## config.mk

```make
export PLATFORM = sky130hd
export DESIGN_NAME = float32_to_s24le_converter_unit
export DESIGN_NICKNAME = d
export VERILOG_FILES = /design/src/hw/rtl/f2s24_pkg.sv /design/src/hw/rtl/float32_to_s24le_converter_unit.sv
export SDC_FILE = /design/constraint.sdc
export NUM_CORES = 1
export LEC_CHECK = 0
export ABC_AREA = 1
export CORE_ASPECT_RATIO = 1.4
export CORE_MARGIN = 1
export CORE_UTILIZATION = 35
export CTS_CLUSTER_DIAMETER = 30
export DETAILED_ROUTE_END_ITERATION = 6
export DONT_BUFFER_PORTS = 1
export PLACE_DENSITY = 0.47
export SYNTH_ARGS = -nofsm -noshare
export SYNTH_HDL_FRONTEND = slang
export SYNTH_SLANG_ARGS = --single-unit
```

## constraint.sdc

```tcl
create_clock -name clk_i -period 5.2 [get_ports clk_i]
set_clock_uncertainty 0.1 [all_clocks]
set_input_delay 1.04 -clock clk_i [delete_from_list [all_inputs] [get_ports clk_i]]
set_output_delay 1.04 -clock clk_i [all_outputs]
set_load 0.01 [all_outputs]
```

## src/hw/rtl/f2s24_pkg.sv

```systemverilog
// Package with constants shared by the float to 24-bit PCM converter.
`timescale 1ns / 1ps
package f2s24_pkg;
  localparam int unsigned ExpBias = 127;
  localparam logic [7:0] ExpMax = 8'hFF;
  localparam logic [24:0] PosLimit = 25'd8388607;
  localparam logic [24:0] NegLimit = 25'd8388608;
endpackage

```

## src/hw/rtl/float32_to_s24le_converter_unit.sv

```systemverilog
// Float32 audio sample to signed 24-bit little-endian PCM converter.
// Each request moves from the input register to the result register, and a new
// request is accepted every cycle while stall_o is low. The sample is scaled by
// 2^23, NaN becomes zero, the value is clamped to the 24-bit range and rounded
// to nearest, ties to even.
`timescale 1ns / 1ps
module float32_to_s24le_converter_unit (
  input  logic        clk_i,
  input  logic        rst_ni,
  input  logic        valid_i,
  output logic        stall_o,
  input  logic [31:0] float_bits_i,
  input  logic        last_sample_i,
  output logic        valid_o,
  input  logic        stall_i,
  output logic [7:0]  byte_low_o,
  output logic [7:0]  byte_mid_o,
  output logic [7:0]  byte_high_o,
  output logic        last_out_o
);
  import f2s24_pkg::*;

  logic        in_vld_q;
  logic [31:0] bits_q;
  logic        last_q;
  logic        out_vld_q;
  logic [23:0] value_q;
  logic        olast_q;
  logic        adv_out;
  logic        adv_in;

  // The output register loads whenever it is empty or being taken.
  assign adv_out = !out_vld_q || !stall_i;
  assign adv_in  = !in_vld_q || adv_out;
  assign stall_o = !adv_in;

  // Input register.
  always_ff @(posedge clk_i or negedge rst_ni) begin
    if (!rst_ni) begin
      in_vld_q <= 1'b0;
    end else if (adv_in) begin
      in_vld_q <= valid_i;
    end
  end

  always_ff @(posedge clk_i) begin
    if (adv_in && valid_i) begin
      bits_q <= float_bits_i;
      last_q <= last_sample_i;
    end
  end

  // Conversion logic.
  logic        neg;
  logic [7:0]  expo;
  logic [23:0] m;
  logic [4:0]  k;
  logic [23:0] q;
  logic [23:0] rem;
  logic [23:0] half;
  logic [24:0] mag;
  logic [24:0] clamped;
  logic [23:0] value_d;

  always_comb begin
    neg  = bits_q[31];
    expo = bits_q[30:23];
    m    = (expo == 8'd0) ? {1'b0, bits_q[22:0]} : {1'b1, bits_q[22:0]};
    k    = 5'd0;
    q    = 24'd0;
    rem  = 24'd0;
    half = 24'd0;
    mag  = 25'd0;
    if (expo == ExpMax) begin
      mag = (bits_q[22:0] != 23'd0) ? 25'd0 : {1'b1, 24'd0};
    end else if (expo > 8'(ExpBias)) begin
      mag = {1'b1, 24'd0};
    end else if (expo == 8'(ExpBias)) begin
      mag = {1'b0, m};
    end else if (expo == 8'd0) begin
      mag = 25'd0;
    end else if ((8'(ExpBias) - expo) >= 8'd25) begin
      // Scaled magnitude is below one half.
      mag = 25'd0;
    end else begin
      k    = 5'(8'(ExpBias) - expo);
      q    = m >> k;
      rem  = m & ((24'd1 << k) - 24'd1);
      half = 24'd1 << (k - 5'd1);
      mag  = {1'b0, q};
      if (rem > half || (rem == half && q[0])) begin
        mag = {1'b0, q} + 25'd1;
      end
    end
    if (neg) begin
      clamped = (mag > NegLimit) ? NegLimit : mag;
      value_d = 24'(25'h1000000 - clamped);
    end else begin
      clamped = (mag > PosLimit) ? PosLimit : mag;
      value_d = clamped[23:0];
    end
  end

  // Result register.
  always_ff @(posedge clk_i or negedge rst_ni) begin
    if (!rst_ni) begin
      out_vld_q <= 1'b0;
    end else if (adv_out) begin
      out_vld_q <= in_vld_q;
    end
  end

  always_ff @(posedge clk_i) begin
    if (adv_out && in_vld_q) begin
      value_q <= value_d;
      olast_q <= last_q;
    end
  end

  assign valid_o     = out_vld_q;
  assign byte_low_o  = value_q[7:0];
  assign byte_mid_o  = value_q[15:8];
  assign byte_high_o = value_q[23:16];
  assign last_out_o  = olast_q;

  // A stalled result stays in place.
  assert property (@(posedge clk_i) disable iff (!rst_ni)
    valid_o && stall_i |=> valid_o && $stable(value_q))
    else $error("result changed while stalled");

  // A request held in the input register is never dropped.
  assert property (@(posedge clk_i) disable iff (!rst_ni)
    in_vld_q && !adv_out |=> in_vld_q && $stable(bits_q))
    else $error("input request lost");

  // Input is stalled only while both registers are full.
  assert property (@(posedge clk_i) disable iff (!rst_ni)
    stall_o |-> in_vld_q && out_vld_q && stall_i)
    else $error("needless input stall");
endmodule

```

-- Yosys cells after proc, flatten, opt, wreduce, memory -nomap -nowiden
Cells that the tools add are included.
- register bits: 60
- output and inout port bits: 27
- bits of input ports: 37
- logic and storage cells: 46
- equal/unequal tests: 3
- order comparisons: 5
- bitwise logic cells: 1
- $add $sub $neg: 5
- reductions and logical operators: 12
- mux-type cells: 11
- shift-type cells: 3
- operator list (operator ; number):
    25-bit 2-to-1 mux ; 7
    24-bit 2-to-1 mux ; 4
    1-bit by 5-bit left shift with 24-bit output (first input constant) ; 2
    24-bit by 1-bit adder with 25-bit output (second input constant) ; 1
    25-bit by 23-bit > comparator with 1-bit output (second input constant) ; 1
    25-bit by 24-bit > comparator with 1-bit output (second input constant) ; 1
    24-bit AND ; 1
    24-bit == test ; 1
    24-bit > comparator ; 1
    24-bit by 5-bit right shift with 24-bit output ; 1
    1-bit by 24-bit subtractor with 24-bit output (first input constant) ; 1
    24-bit by 1-bit subtractor with 24-bit output (second input constant) ; 1
    23-bit nonzero test ; 1
    8-bit by 7-bit == test with 1-bit output (second input constant) ; 1
    8-bit == test (second input constant) ; 1
    8-bit by 5-bit greater-or-equal comparator with 1-bit output (second input constant) ; 1
    8-bit by 7-bit > comparator with 1-bit output (second input constant) ; 1
    8-bit logical NOT ; 1
    7-bit by 8-bit subtractor with 8-bit output (first input constant) ; 1
    5-bit by 1-bit subtractor with 5-bit output (second input constant) ; 1
    1-bit logical NOT ; 4
    1-bit logical AND ; 3
    1-bit logical OR ; 3

-- Depth between registers and ports, before layout
Gate-level depths: netlist of run 1.
- depth in word-level cells: 17
- gate-level depth with buffers: 50

-- Least setup slack after synthesis of run 1
Ideal clock, no wire load.
- path type: flip-flop to flip-flop
- from: register bits_q[27]
- to: register value_q[12] (data pin)
- buffers on the path: 2
- period minus slack after synthesis: 5.443 ns
- data required time: 4.844 ns
- arrival: 5.087 ns
- stages on the path, launching flop included: 45
- path slack: -0.243 ns
- cells stage by stage: edfxtp_1 > inv_2 > clkbuf_1 > nor2_1 > inv_1 > ha_1 > nand3_1 > inv_1 > nand2_1 > nor2_1 > nand3_1 > o21bai_1 > xor2_1 > nor2_1 > ha_1 > nand2_1 > inv_1 > nand2_1 > [... 9 more ...] > nand2_1 > o21ai_2 > nand2_2 > nor2_1 > nand2_1 > nor2_1 > nand2_1 > nand2_2 > buf_4 > inv_2 > or2_2 > ha_1 > nand2_2 > nor2_1 > nand3_1 > nand2_1 > nand3_1 > nand2_1
- cells in the longest elaborated chain, start to end: 17
- RTL lines (item ; line ; text):
    from (decl) ; float32_to_s24le_converter_unit.sv:24 ; logic [31:0] bits_q;
    from (signal assigned) ; float32_to_s24le_converter_unit.sv:48 ; bits_q <= float_bits_i;
    parallel branches: the longest is 12 deep, another holds 24-bit by 1-bit subtractor with 24-bit output ; -- ;
    25-bit 2-to-1 mux (*) ; float32_to_s24le_converter_unit.sv:74 ; if (expo == ExpMax) begin
    25-bit by 24-bit > comparator with 1-bit output ; float32_to_s24le_converter_unit.sv:96 ; clamped = (mag > NegLimit) ? NegLimit : mag;
    24-bit 2-to-1 mux ; float32_to_s24le_converter_unit.sv:96 ;
    1-bit by 24-bit subtractor with 24-bit output ; float32_to_s24le_converter_unit.sv:97 ; value_d = 24'(25'h1000000 - clamped);
    24-bit 2-to-1 mux (*) ; float32_to_s24le_converter_unit.sv:95 ; if (neg) begin
    named net value_d[12] ; float32_to_s24le_converter_unit.sv:63 ; logic [23:0] value_d;
    to (signal assigned) ; float32_to_s24le_converter_unit.sv:115 ; value_q <= value_d;
    to (decl) ; float32_to_s24le_converter_unit.sv:27 ; logic [23:0] value_q;
Mark *: on every way through the listed nets, which the timed path passes.
A chain may end at the register's enable or synchronous reset.

-- Worst setup path in the final report of run 1
- from: register bits_q[23]
- to: register value_q[22] (data pin)
The elaborated chain is that of the path after synthesis.

==> qor.txt, run 1 <==
First-pass GRT wire length = 43100 um
Port buffer count = 0
Worst Path Max Fanout = 7
Syn-to-layout area delta = 31.9%
Netlist cell types = 60
Area of the mapped netlist = 7070 um2
Adder-Cell Fraction of Synth Area = 0.0513
Vias in the first global route = 7787
Synth top area share = 0.246
Critical Path RT = 5.20 ns
Synth Flop Type = edfxtp_1
Max Slew Vio Count = 0
Clock-pin slew of the registers on the worst-case setup and hold paths = 0.05 ns
Gr usage total = 0.282
TritonCTS Buffers = 9
Unrepaired setup endpoints after global routing = yes
Post-synthesis compound-gate area fraction = 0.107
Largest stage delay on the critical path = 0.52 ns
Multiplexer share of the synthesized area = 0
Syn avg cell area = 6.33 um2
Routed wire length = 28500 um
# rows = 61
Commonest non-fill, non-tap cell in the layout = nand2_1
Seq/Total Area, Yosys = 0.254
IO Count = 64
Worst slew pin tran = 1.04 ns
Synth Instances = 1116
DIE HEIGHT = 170 um
Vias = 8105
Nets = 1336
Initial DRT Pass Iterations = 5
Post-DRT Antenna Nets = 0
Xor/xnor share of the synthesized area = 0.0112
Simple-gate share of the synthesized area = 0.470
Critical Path Slowest Stage Cell = o41ai_4
CTS Sinks = 60
TNS Setup = -0.836 ns
Die ar. = 20800 um2
Worst-skew pair later-pin latency = 0.34 ns
Most used cell, CP = nand2_1
Vias/cell = 5.31
LEAKAGE = 0.00465 uW
Fin crit period = 5.31 ns
Final setup viols = 13
Yosys top cell by area = edfxtp_1
CTS tree = done
Max IR drop VDD = 0.200 mV
Status = complete, but fails checks
WL per Instance = 18.7 um
Maxcap violations = 0
# H-tree levels = 3
Largest family of logic cells by synthesized area = simple AND/OR/NAND/NOR gates
CTS root buffer = clkbuf_16
Reg2reg start = bits_q[23]
GRT overflow = 0
Share of layout cells above drive strength 1 = 0.282
Post-synth EDFFs = 58
Worst Setup Slack, final = -0.107 ns
Core Box Area = 19800 um2
Final period util = 1.02
Worst setup path start = bits_q[23]
ANT cells = 0
Placer Congestion = 0.947
Cts hold-fix bufs = 0
Worst hold path type = in2async
Initial antenna violation count = 0
Fill count = 2127
Setup Crit Path Kind = reg2reg
Crit end category = flop
Worst-case clock buffer depth = 2
Total power = 2080 uW
DRC Markers = 0
Commonest non-fill, non-tap cells in the layout = nand2_1, buf_4, nand3_1, inv_1, nor2_1
HPWL after DPL = 22500 um
Failing checks = setup timing
F_max = 188 MHz
Asr flop ratio synth = 0.0333
Critical Path Source Type = flop
Synth Register Bits = 60
Die W = 122 um
First DRT Iteration DRCs = 493
Largest net degree at the start of global routing = 34
Yosys warns = 0
Pwr dens = 223 nW/um2
Area contributors post-synth = edfxtp_1, nand2_1, nand3_1, inv_1, nor2_1
Relative slew slack = 0.306
Syn nets = 1182
Starting density of the core = 0.356
CP arrival = 5.30 ns
Final hold violations = 0
-- worst max-delay path: cells and delay by family (launching register included) --
| family | cells | cell delay (ns) |
|---|---|---|
| DFF | 1 | 0.43 |
| adders and majority gates | 2 | 0.46 |
| buffers and inverters | 10 | 1.08 |
| and+or+nand+nor | 21 | 2.21 |
| AOI/OAI and AO/OA | 3 | 0.78 |
-- final timing paths --
path	cells after the start	end	slack, ns
worst max-delay path	36	value_q[22]	-0.11
worst min-delay path	0	valid_o	0.29
worst max register to register	36	value_q[22]	-0.11
worst min register to register	0	last_out_o	0.31
max in group asynchronous	0	in_vld_q	4.64
min in group clk_i	0	last_out_o	0.31
-- cell usage after synthesis, types with 4 or more instances --
master	n
a21oi_1	29
buf_2	10
buf_4	6
buf_6	8
clkbuf_1	7
edfxtp_1	58
ha_1	29
inv_1	119
inv_2	13
nand2_1	381
nand2_2	15
nand3_1	148
nand3_2	10
nand4_1	21
nor2_1	104
nor2_2	9
nor2_4	6
nor3_1	6
nor4_1	6
o21ai_0	29
o21ai_1	27
o41ai_1	4
or2_2	4
xor2_1	7
-- area by class of cell --
cell class	instances	area, um2	area share
repair buffers	176	1410	0.151
flip-flops and latches	60	1790	0.192
clock buffers	12	256	0.0275
inverters	136	528	0.0566
well taps	252	315	0.0338
multi-input cells	887	4980	0.534
clock inverters	4	47.5	0.00510
-- stage by stage --
stage | util | hold slack [ns] | setup slack (ns) | std cells | area (um2)
2_1_floorplan | - | 0.300 | 0.0101 | 1116 | 7120
3_3_place_gp | 0.413 | 0.303 | -0.314 | 1467 | 8210
3_5_place_dp | 0.413 | 0.305 | -0.362 | 1467 | 8210
4_1_cts | 0.450 | 0.278 | -0.0638 | 1513 | 8930
5_1_grt | 0.470 | 0.275 | -0.447 | 1527 | 9320
6_report | 0.470 | 0.288 | -0.107 | 1527 | 9320
-- sequential cells by signal, summed over array words and instances (netlist names) --
name / count
in_vld_q: 1
value_q: 24
last_out_o: 1
valid_o: 1
last_q: 1
bits_q: 32
-- routing by layer --
metal  GRT usage  part of all wire  vias to the layer above
li1            -                 -                     3998
met1       0.286              0.36                     3759
met2       0.523              0.53                      250
met3      0.0385             0.036                       98
met4       0.196             0.073                        0
met5           0                 0                        -
-- logic make-up (layout without fill, tap and decap cells) --
family	Yosys count	count (layout)
and+or+nand+nor	728	728
buffers and inverters	169	328
AOI/OAI and AO/OA	121	121
DFF	60	60
adders and majority gates	29	29
xor gates and xnor gates	9	9
-- power breakdown --
group / internal, uW / switching, uW / total, uW / leakage, uW
Clock: 395 / 230 / 626 / 0.000149
Combinational: 302 / 492 / 794 / 0.00392
Sequential: 597 / 59.4 / 656 / 0.000583
-- repair_timing --
item,in CTS,in global routing
pin swaps,30,35
setup endpoints to repair,22,24
gates cloned,0,1
gates resized for setup,47,69
hold endpoints to repair,0,0
setup buffers,30,16
Power figures use the tool's default switching activity.
==> run 2: changes to the inputs <==
Settings changed: ABC_AREA 1 to default.
==> run 2 against run 1 <==
The run still ends with setup timing left. Sequential power decreased by 3.7%. Critical path depth decreased by 10. Die area increased by 1.6%. Core utilization increased by 4.4 points. Global-route usage increased by 3.4 points. Power increased by 5.7%. Synthesized cell count decreased by 24%. Register-to-register slack got worse by 0.54 ns. Area after synthesis increased by 1.6%. Routed wire length increased by 17%. Clock power increased by 0.8%. Critical path type unchanged. Largest power group unchanged. Highest routed layer unchanged.
==> qor.txt, run 2 <==
Top-count cell post-synth = nand2_1
Synth Flop Type = edfxtp_1
CTS tree = done
Area of the mapped netlist = 7180 um2
Nets = 1151
Yosys top cell by area = edfxtp_1
Critical Path Source Type = flop
Syn-to-layout area delta = 43.0%
LEAKAGE = 0.00427 uW
Syn avg cell area = 8.48 um2
HPWL after DPL = 26900 um
Netlist cell types = 99
ANT cells = 0
Vias in the first global route = 8126
GRT overflow = 0
Clock-pin slew of the registers on the worst-case setup and hold paths = 0.06 ns
Die ar. = 21100 um2
CP arrival = 5.84 ns
Fin crit period = 5.85 ns
Multi-input logic area = 5500 um2
Worst slew pin tran = 0.648 ns
DIE HEIGHT = 171 um
Commonest non-fill, non-tap cell in the layout = buf_4
Vias/cell = 6.18
Commonest non-fill, non-tap cells in the layout = buf_4, nand2_1, nor2_1, edfxtp_1, a21oi_1
Asr flop ratio synth = 0.0333
Critical Path RT = 5.20 ns
Busiest layer in global routing = met2
# rows = 61
WL per Instance = 24.8 um
Post-synth EDFFs = 58
Die W = 123 um
F_max = 171 MHz
M3 GR Usage = 0.0408
Met1 usage = 0.311
Pwr dens = 214 nW/um2
Routed wire length = 33300 um
Total power = 2200 uW
Final hold violations = 0
Area contributors post-synth = edfxtp_1, mux4_2, ha_1, nand2_1, nor2_1
Status = complete, but fails checks
Worst Path Max Fanout = 11
Max IR drop VDD = 0.161 mV
Biggest regs = bits_q x32, value_q x24
Worst Setup Slack, final = -0.645 ns
Worst-skew pair later-pin latency = 0.35 ns
First DRT Iteration DRCs = 511
Maxcap violations = 0
Post-DRT Antenna Nets = 0
CTS root buffer = clkbuf_16
TritonCTS Buffers = 9
Setup Crit Path Kind = reg2reg
Final setup viols = 24
DRC Markers = 0
Post-synth top cells = nand2_1, nor2_1, edfxtp_1
Hold WS = 0.282 ns
Failing checks = setup timing
Core Box Area = 20000 um2
TNS Setup = -9.88 ns
Relative slew slack = 0.566
Register area = 1790 um2
First-pass GRT wire length = 48400 um
Gr usage total = 0.316
Synth Register Bits = 60
Placer Congestion = 1.00
Worst-case clock buffer depth = 2
CTS Sinks = 60
Syn nets = 913
Seq/Total Area, Yosys = 0.250
Synth top area share = 0.243
IO Count = 64
Initial antenna violation count = 0
Unrepaired setup endpoints after global routing = yes
Top reg by flops = bits_q
Synth Instances = 847
Largest net degree at the start of global routing = 35
Yosys warns = 0
Port buffer count = 0
Grt met2 use = 0.579
Vias = 8300
Fill count = 1902
Initial DRT Pass Iterations = 6
Starting density of the core = 0.359
Largest register FFs = 32
Share of layout cells above drive strength 1 = 0.413
Crit end category = flop
Max Slew Vio Count = 0
Final period util = 1.12
Worst hold path type = in2async
# H-tree levels = 3
## run 2: layer usage
| metal | wire (um) | up-vias | part of all wire |
|---|---|---|---|
| met5 | 0 | - | 0 |
| met4 | 3220 | 0 | 0.097 |
| met3 | 1280 | 148 | 0.038 |
| met2 | 17300 | 353 | 0.52 |
| met1 | 11500 | 4023 | 0.35 |
| li1 | - | 3776 | - |
## run 2: worst max-delay path: stages, from the launching register on
cell and delay, ns:
edfxtp_1 0.43, buf_4 0.18, buf_4 0.19, buf_6 0.16
inv_2 0.09, buf_4 0.16, nand3_1 0.10, a21boi_1 0.34
ha_1 0.22, nand4_1 0.17, nor4_4 0.27, and4_4 0.26
o21a_1 0.14, o221a_1 0.29, nand4_1 0.25, buf_4 0.23
mux2i_1 0.12, or4_4 0.55, nor3_2 0.17, a41o_4 0.28
nand3_4 0.10, ha_4 0.21, buf_6 0.13, nand2_1 0.06
or2_0 0.14, o2111a_1 0.19, nor3_1 0.05
## run 2: final cells by class
type                       count  area share
tap                          252      0.0307
multi-input combinational    707       0.536
inverter                      17     0.00646
clock buffer                  10      0.0233
timing repair buffer         290       0.223
sequential                    60       0.174
clock inverter                 6     0.00682
## run 2: logic make-up (layout without fill, tap and decap cells)
logic type,count (synthesis),in the layout,synth area share
and+or+nand+nor,356,356,0.261
AOI/OAI and AO/OA,252,252,0.252
buffers and inverters,80,323,0.0533
muxes,61,61,0.122
DFF,60,60,0.250
adders and majority gates,29,29,0.0505
xor gates and xnor gates,9,9,0.0110
## run 2: through the flow
step	instances	worst slack, ns	util	cell area (um2)
6_report	1342	-0.645	0.514	10300
5_1_grt	1342	-0.943	0.514	10300
4_1_cts	1333	-0.588	0.501	10000
3_5_place_dp	1301	-0.790	0.466	9310
3_3_place_gp	1301	-0.722	0.466	9310
2_1_floorplan	847	-0.828	-	7350
## run 2: where the power goes
part / switching [uW] / internal, uW
clock: 243 / 388
sequential: 44.5 / 587
combinational: 501 / 432
## run 2: final timing paths
kind	startpoint	endpoint	slack, ns	cells after the start
worst max register to register	bits_q[24]	value_q[10]	-0.65	26
min in group clk_i	last_q	last_out_o	0.36	0
worst min-delay path	rst_ni	in_vld_q	0.28	0
worst min register to register	last_q	last_out_o	0.36	0
max in group asynchronous	rst_ni	valid_o	4.65	0
worst max-delay path	bits_q[24]	value_q[10]	-0.65	26
## run 2: timing repair
item | in CTS | in global routing
setup buffers | 16 | 10
endpoints found under the hold margin | 0 | 0
cloned | 0 | 0
hold buffers | 0 | 0
endpoints found under the setup margin | 24 | 24
pin swaps | 33 | 44
gates resized for setup | 56 | 42
==> run 3: changes to the inputs <==
Settings changed: CORE_ASPECT_RATIO 1.4 to default.
==> run 3 against run 2 <==
The run still ends with setup timing left. Global-route usage is 0.065 points lower. Worst hold slack about the same. Sequential share of layout area fell by 0.40 points. Sequential power about the same. Design area increased by 2.3%. Critical path type unchanged. Highest routed layer unchanged.
==> qor.txt, run 3 (synthesis results as in run 2) <==
Status = complete, but fails checks
Failing checks = setup timing
Register area = 1790 um2
Biggest regs = bits_q x32, value_q x24
First DRT Iteration DRCs = 878
Initial DRT Pass Iterations = 6
DRC Markers = 0
CTS root buffer = clkbuf_16
Port buffer count = 0
Worst Path Max Fanout = 6
Unrepaired setup endpoints after global routing = yes
Syn-to-layout area delta = 46.3%
Critical Path Source Type = flop
CTS tree = done
Routed wire length = 33400 um
Placer Congestion = 0.974
Clock-pin slew of the registers on the worst-case setup and hold paths = 0.06 ns
Placed cells = 1306
Fin cells = 1360
Fill count = 1917
Maxcap violations = 0
Share of layout cells above drive strength 1 = 0.426
Worst slew pin tran = 0.758 ns
Worst setup path start = bits_q[26]
Most used cell, CP = buf_4
Largest stage delay on the critical path = 0.41 ns
Top reg by flops = bits_q
Final setup viols = 24
Worst R2R End = value_q[20]
Reg2Reg Depth = 31
Total power = 2250 uW
Die ar. = 21100 um2
Commonest non-fill, non-tap cells in the layout = buf_4, nand2_1, nor2_1, edfxtp_1, a21oi_1
Max IR drop VDD = 0.178 mV
Critical Path Slowest Stage Cell = edfxtp_1
F_max = 173 MHz
Die W = 145 um
Vias in the first global route = 8206
Crit end category = flop
Worst-skew pair later-pin latency = 0.35 ns
Final hold violations = 0
CP Depth = 31
DIE HEIGHT = 145 um
Nets = 1149
Pwr dens = 214 nW/um2
Top Family by Delay on Critical Path = simple AND/OR/NAND/NOR gates
Post-DRT Antenna Nets = 0
Final period util = 1.11
Reg2reg start = bits_q[26]
CTS Sinks = 60
Max Slew Vio Count = 0
End of the critical path = value_q[20]
Buf/Inv on CP = 6
Worst Setup Slack, final = -0.595 ns
R2r setup slk = -0.59 ns
Vias = 8326
Starting density of the core = 0.356
Initial antenna violation count = 2
Fin crit period = 5.79 ns
Largest register FFs = 32
First-pass GRT wire length = 50300 um
WL per Instance = 24.6 um
HPWL after DPL = 25500 um
Core Box Area = 20200 um2
# rows = 52
Worst hold path type = in2async
Commonest non-fill, non-tap cell in the layout = buf_4
# H-tree levels = 3
Gr usage total = 0.316
TritonCTS Buffers = 9
Multi-input logic area = 5680 um2
CP arrival = 5.77 ns
LEAKAGE = 0.00434 uW
Critical Path RT = 5.18 ns
Largest net degree at the start of global routing = 37
Setup Crit Path Kind = reg2reg
GRT overflow = 0
Vias/cell = 6.12
Worst-case clock buffer depth = 2
Relative slew slack = 0.492
IO Count = 64
[run 3: cell types whose count changed in the layout (fill, tap and decap cells not counted), moves of 4 or more]
cell | previous run | this run
a21oi_1 | 46 | 42
a21oi_2 | 7 | 12
buf_4 | 271 | 261
buf_6 | 14 | 20
o21ai_0 | 44 | 35
o21ai_1 | 5 | 13
[run 3: metal layers]
metal | wire length (um) | vias up | global-route usage | share of wire
li1 | - | 3763 | - | -
met1 | 14800 | 4013 | 0.450 | 0.44
met2 | 14500 | 469 | 0.474 | 0.43
met3 | 3200 | 81 | 0.0651 | 0.096
met4 | 972 | 0 | 0.100 | 0.029
met5 | 0 | - | 0 | 0
[run 3: worst reg2reg max path: cells and delay by family, from the launching register on]
| family | cells | cell delay, ns |
|---|---|---|
| AOI/OAI and AO/OA | 10 | 1.68 |
| and+or+nand+nor | 12 | 1.79 |
| buffers and inverters | 6 | 0.87 |
| DFF | 1 | 0.41 |
| adders and majority gates | 3 | 0.69 |
[run 3: worst min-delay path by stage]
stage,startpoint,end,slack [ns],depth (start not counted)
after global placement,last_q,last_out_o,0.31,0
after floorplan,last_q,last_out_o,0.30,0
final,rst_ni,valid_o,0.28,0
after detailed placement,last_q,last_out_o,0.33,0
after global routing,rst_ni,valid_o,0.27,0
after CTS,rst_ni,valid_o,0.27,0
[run 3: layout make-up]
type | instances | area share
multi-input cells | 707 | 0.540
repair buffers | 288 | 0.222
flip-flops and latches | 60 | 0.171
well taps | 270 | 0.0322
clock buffers | 9 | 0.0214
clock inverters | 7 | 0.00714
inverters | 17 | 0.00631
diodes | 2 | 0.000476
[run 3: report_power, final]
part | switching, uW | leakage (uW) | internal (uW) | total, uW
Combinational | 527 | 0.00361 | 464 | 991
Sequential | 44.5 | 0.000582 | 587 | 632
Clock | 249 | 0.000150 | 373 | 623
Total | 821 | 0.00434 | 1420 | 2250
[run 3: what timing repair did]
item	CTS	global route
setup endpoints to repair	24	24
hold buffers	0	0
gates cloned	0	2
gates resized for setup	81	54
buffers inserted	29	11
pin swaps	57	44
[run 3: through the flow]
stage / setup WS, ns / cell area, um2 / TNS [ns] / hold WS (ns) / utilization
2_1_floorplan: -0.828 / 7350 / -10.70 / 0.300 / -
3_3_place_gp: -1.06 / 9260 / -20.10 / 0.306 / 0.459
3_5_place_dp: -1.10 / 9260 / -20.99 / 0.325 / 0.459
4_1_cts: -0.527 / 10100 / -8.86 / 0.273 / 0.503
5_1_grt: -0.837 / 10500 / -16.30 / 0.268 / 0.521
6_report: -0.595 / 10500 / -10.60 / 0.282 / 0.521
